File: config.mk
export PLATFORM = sky130hd
export DESIGN_NAME = mrb_ctrl
export DESIGN_NICKNAME = d
export VERILOG_FILES = /design/src/rtl/mrb_pkg.sv /design/src/rtl/mrb_ctrl.sv
export SDC_FILE = /design/constraint.sdc
export NUM_CORES = 1
export LEC_CHECK = 0
export BUFFER_PORTS_ARGS = -buffer_cell sky130_fd_sc_hd__buf_2
export CAP_MARGIN = 40
export CORE_MARGIN = 2
export CORE_UTILIZATION = 39
export CTS_CLUSTER_DIAMETER = 150
export DETAILED_ROUTE_END_ITERATION = 7
export PLACE_DENSITY = 0.74
export SLEW_MARGIN = 20
export SYNTH_ARGS = -nofsm -noshare
export SYNTH_HDL_FRONTEND = slang
export SYNTH_SLANG_ARGS = --single-unit
export TNS_END_PERCENT = 1
File: constraint.sdc
create_clock -name clock -period 2.5 [get_ports clock]
set_clock_uncertainty 0.2 [all_clocks]
set_input_delay 0.375 -clock clock [delete_from_list [all_inputs] [get_ports clock]]
set_output_delay 0.375 -clock clock [all_outputs]
set_load 0.02 [all_outputs]
File: src/rtl/mrb_pkg.sv
// Package for the modal resonator bank: sizes, request codes and the
// command/status structs between controller and datapath. No dependencies.
`timescale 1ns / 1ps
`default_nettype none
package mrb_pkg;

   localparam int MAX_MODES = 64;
   localparam int MODE_W    = $clog2(MAX_MODES);
   localparam int CNT_W     = $clog2(MAX_MODES + 1);

   localparam logic [1:0] REQ_SAMPLE = 2'd0;
   localparam logic [1:0] REQ_LOAD   = 2'd1;
   localparam logic [1:0] REQ_QUERY  = 2'd2;
   localparam logic [1:0] REQ_CLEAR  = 2'd3;

   localparam logic CSR_ACTIVE_MODES = 1'b0;
   localparam logic CSR_QUIET_LEVEL  = 1'b1;

   typedef struct packed {
      logic              start;   // transaction accepted this cycle
      logic              rd;      // read mode entry
      logic              p1;      // first product stage
      logic              p2;      // state update / second product stage
      logic              p3;      // energy weight product
      logic              p4;      // energy accumulate
      logic              finish;  // load result register
      logic [MODE_W-1:0] mode;
   } mrb_cmd_type;

   typedef struct packed {
      logic [CNT_W-1:0] mode_cnt;
   } mrb_sts_type;

endpackage
`default_nettype wire

File: src/rtl/mrb_ctrl.sv
// Sequencer for the resonator bank: walks the modes for sample and query
// transactions and owns the handshakes. Depends on mrb_pkg.
`timescale 1ns / 1ps
`default_nettype none
module mrb_ctrl (
   input  wire logic                clock,
   input  wire logic                reset,
   input  wire logic                req_valid,
   output logic                     req_ready,
   input  wire logic [1:0]          req_type,
   output logic                     rsp_valid,
   input  wire logic                rsp_ready,
   input  wire mrb_pkg::mrb_sts_type sts,
   output mrb_pkg::mrb_cmd_type     cmd
);

   localparam logic [2:0] ST_IDLE = 3'd0;
   localparam logic [2:0] ST_RD   = 3'd1;
   localparam logic [2:0] ST_P1   = 3'd2;
   localparam logic [2:0] ST_P2   = 3'd3;
   localparam logic [2:0] ST_P3   = 3'd4;
   localparam logic [2:0] ST_P4   = 3'd5;
   localparam logic [2:0] ST_DONE = 3'd6;

   logic [2:0]                  state_ff, state_in;
   logic [mrb_pkg::MODE_W-1:0]  mode_ff, mode_in;
   logic                        query_ff, query_in;
   logic                        rsp_valid_ff, rsp_valid_in;
   logic                        accept, last, finish;

   assign req_ready = (state_ff == ST_IDLE);
   assign accept    = req_valid && req_ready;
   assign last      = (mrb_pkg::CNT_W'(mode_ff) + 1'b1) == sts.mode_cnt;
   assign finish    = (state_ff == ST_DONE) && (!rsp_valid_ff || rsp_ready);
   assign rsp_valid = rsp_valid_ff;

   always_comb begin
      state_in     = state_ff;
      mode_in      = mode_ff;
      query_in     = query_ff;
      rsp_valid_in = rsp_valid_ff;
      if (rsp_valid_ff && rsp_ready) begin
         rsp_valid_in = 1'b0;
      end
      case (state_ff)
         ST_IDLE: begin
            if (accept) begin
               mode_in  = '0;
               query_in = (req_type == mrb_pkg::REQ_QUERY);
               if ((req_type == mrb_pkg::REQ_SAMPLE || req_type == mrb_pkg::REQ_QUERY)
                   && sts.mode_cnt != '0) begin
                  state_in = ST_RD;
               end else begin
                  state_in = ST_DONE;
               end
            end
         end
         ST_RD: state_in = ST_P1;
         ST_P1: state_in = ST_P2;
         ST_P2: begin
            if (query_ff) begin
               state_in = ST_P3;
            end else if (last) begin
               state_in = ST_DONE;
            end else begin
               mode_in  = mode_ff + 1'b1;
               state_in = ST_RD;
            end
         end
         ST_P3: state_in = ST_P4;
         ST_P4: begin
            if (last) begin
               state_in = ST_DONE;
            end else begin
               mode_in  = mode_ff + 1'b1;
               state_in = ST_RD;
            end
         end
         ST_DONE: begin
            if (finish) begin
               rsp_valid_in = 1'b1;
               state_in     = ST_IDLE;
            end
         end
         default: state_in = ST_IDLE;
      endcase
   end

   always_ff @(posedge clock) begin
      if (reset) begin
         state_ff     <= ST_IDLE;
         mode_ff      <= '0;
         query_ff     <= 1'b0;
         rsp_valid_ff <= 1'b0;
      end else begin
         state_ff     <= state_in;
         mode_ff      <= mode_in;
         query_ff     <= query_in;
         rsp_valid_ff <= rsp_valid_in;
      end
   end

   always_comb begin
      cmd        = '0;
      cmd.start  = accept;
      cmd.rd     = (state_ff == ST_RD);
      cmd.p1     = (state_ff == ST_P1);
      cmd.p2     = (state_ff == ST_P2);
      cmd.p3     = (state_ff == ST_P3);
      cmd.p4     = (state_ff == ST_P4);
      cmd.finish = finish;
      cmd.mode   = mode_ff;
   end

endmodule
`default_nettype wire

==> run metrics <==
status completed; main combinational cell family by area after synthesis simple AND/OR/NAND/NOR gates; routed wire length 2510 um; Mapped Nets 132; maxcap violations 0; Cell Int Power 0.333 mW; Core Box Area 2210 sq um; Post-Syn Instances 118; PwrDens 519 nW/um^2; Netlist cell types 41; total gr overflow 0; Detailed Place HPWL 1800 um; Synth Area in XOR/XNOR 8.65%; Slew @ Worst Pin 0.426 ns; post-route minimum period 2.33 ns; number of global-route vias before repair 893; critical path class reg -> reg; GRT Resource Usage Total 19.4%; largest cells by area after synthesis dfxtp_1 (24%), xor2_1 (5.8%), nand2_1 (5.4%), a21oi_1 (4.4%), o211ai_1 (4.1%); ANT cells 0; Logic pwr share 38.4%; port bufs 27; first-pass GRT wire length 3930 um; clock sinks 11; final hold vios 0; Synth Area in Adders 1.37%; Synth top area share 24.2%; initial core utilization 41.2%; Reg area 221 sq um; clock power share 24.5%; ys async rst share 0%; Die Span X 52.3 um; clk root buf clkbuf_4; Post-synth top cells nand2_1 (13), dfxtp_1 (11), a21oi_1 (8); most frequently used flop master after synthesis dfxtp_1; Synth Register Bits 11; Clk Latency, worst-skew pair 0.28 ns; Switch Pwr 0.231 mW; largest net degree at the start of global routing 17; sw frac 40.9%; CTS Buf Count 3; area of the multi-input gates 623 sq um; die height 52.3 um; part of the power in registers 37.2%; IO Count 28; final worst path period share 93.4%; # rows 17; worst min path class in -> reg; Setup-failing EPs final 0; Mapped Area 911 sq um; clock buffer depth 2; arrival time worst endpoint 2.35 ns; WL per Instance 14.7 um; CTS tree done; data required time at the worst endpoint 2.51 ns; Seq/Total Area, Yosys 24.2%; CP peak stage delay 0.48 ns; H-tree depth 1; number of vias per cell 5.98; yosys warns 0; vias 1022; Setup crit end kind register; Post-synth EDFFs 0; Post-DP Area 1040 sq um; crit path launch type register; Worst VDD drop 0.307 mV; hold_buf cts 0; RSZ-0062 raised after global routing false; ANT nets after route 0; Synth area leader dfxtp_1; Synth Area in Compound Gates 22.9%; multiplexer area fraction after synthesis 2.20%; Area growth, synth to finish 19.2%; top achievable clock speed 428 MHz; Setup TNS Final 0 ns; ratio of cells with drive above 1 in the final layout 30.1%; # fillers 227; PostCTS Resize Cnt 0; Die ar. 2740 sq um; CP bufs+invs 0; DRT iter0 DRCs 30; initial antenna violation count 0; slew margin rel. 71.2%; post-synthesis simple-gate area fraction 31.7%; Leak 0.458 nW; clk slew on worst S/H paths 0.09 ns; cell with the most instances after synthesis nand2_1; design area 1090 sq um; GP Congestion 0.853; Slowest-stage cell, CP or4_1; Worst Path Max Fanout 13; Final Max Tran Viols 0; detailed-route DRC error count 0; CP Cell Sequence ha_1 > nand3_1 > nor2_1 > xor2_2 > nor3_4 > or4_1 > a31oi_1; Mean Syn Cell Area 7.72 sq um; drt first pass iters 5; nets 158; post-CTS setup buffers 0; CP top delay family simple AND/OR/NAND/NOR gates
[cell usage in the layout (no fill, tap or decap), types with 5 or more instances in the layout]
cell type  count
nor2_1         5
buf_2         27
a21oi_1        8
nand2_1       13
dfxtp_1       10
nand3_1        6
o211ai_1       5
xor2_1         5
[state kept, by name (all words and copies together), names as in the netlist]
signal,flops
rsp_valid,1
state_ff,3
query_ff,1
mode_ff,6
[power by group through the flow]
| stage | Sequential [mW] | Clock [mW] | Combinational, mW |
|---|---|---|---|
| after floorplan | 0.201 | 0 | 0.166 |
| after global placement | 0.212 | 0 | 0.205 |
| after detailed placement | 0.213 | 0 | 0.209 |
| after CTS | 0.209 | 0.137 | 0.211 |
| after global routing | 0.213 | 0.147 | 0.234 |
| final | 0.210 | 0.138 | 0.216 |
[worst reg2reg max path, cell delays in order (launching register included)]
cell	delay (ns)
dfxtp_1	0.40
ha_1	0.27
nand3_1	0.16
nor2_1	0.23
xor2_2	0.23
nor3_4	0.12
or4_1	0.49
a31oi_1	0.18
[path summary, 6_finish.rpt]
check | startpoint | to | slack [ns] | cells past startpoint
min reg2reg | mode_ff[0]$_SDFFE_PP0P_ | mode_ff[0]$_SDFFE_PP0P_ | 0.30 | 2
max | mode_ff[1]$_SDFFE_PP0P_ | mode_ff[3]$_SDFFE_PP0P_ | 0.17 | 7
min | rsp_ready | rsp_valid$_SDFF_PP0_ | 0.19 | 3
max reg2reg | mode_ff[1]$_SDFFE_PP0P_ | mode_ff[3]$_SDFFE_PP0P_ | 0.17 | 7
[routing by layer]
metal / global-route usage, % / share of wire (%) / wire, um
met2: 32.1 / 47 / 1180
met3: 5.43 / 8.2 / 205
met1: 22.2 / 41 / 1040
met4: 10.7 / 3.6 / 91
met5: 0 / 0 / 0
[through the flow]
| stage | std cells | hold WS, ns | setup slack [ns] | utilization (%) | power, mW |
|---|---|---|---|---|---|
| 2_1_floorplan | 118 | 0.307 | 0.134 | - | 0.366 |
| 5_1_grt | 171 | 0.202 | 0.0225 | 49.1 | 0.594 |
| 4_1_cts | 171 | 0.187 | 0.131 | 48.4 | 0.557 |
| 3_3_place_gp | 167 | 0.296 | 0.256 | 47.2 | 0.417 |
| 6_report | 171 | 0.186 | 0.166 | 49.1 | 0.564 |
| 3_5_place_dp | 167 | 0.305 | 0.148 | 47.2 | 0.422 |
[cell type report]
cell class              count  share of cell area (%)
multi-input cells          93                    57.4
flip-flops and latches     11                    20.4
repair buffers             31                    15.2
well taps                  28                    3.23
clock buffers               4                    2.42
inverters                   4                    1.38
[kinds of logic after synthesis]
kind of cell,Yosys count
buffers and inverters,14
and+or+nand+nor,51
muxes,2
AOI/OAI and AO/OA,30
adders and majority gates,1
xor gates and xnor gates,9
DFF,11
Note: power is estimated with default switching activity, not from simulation.
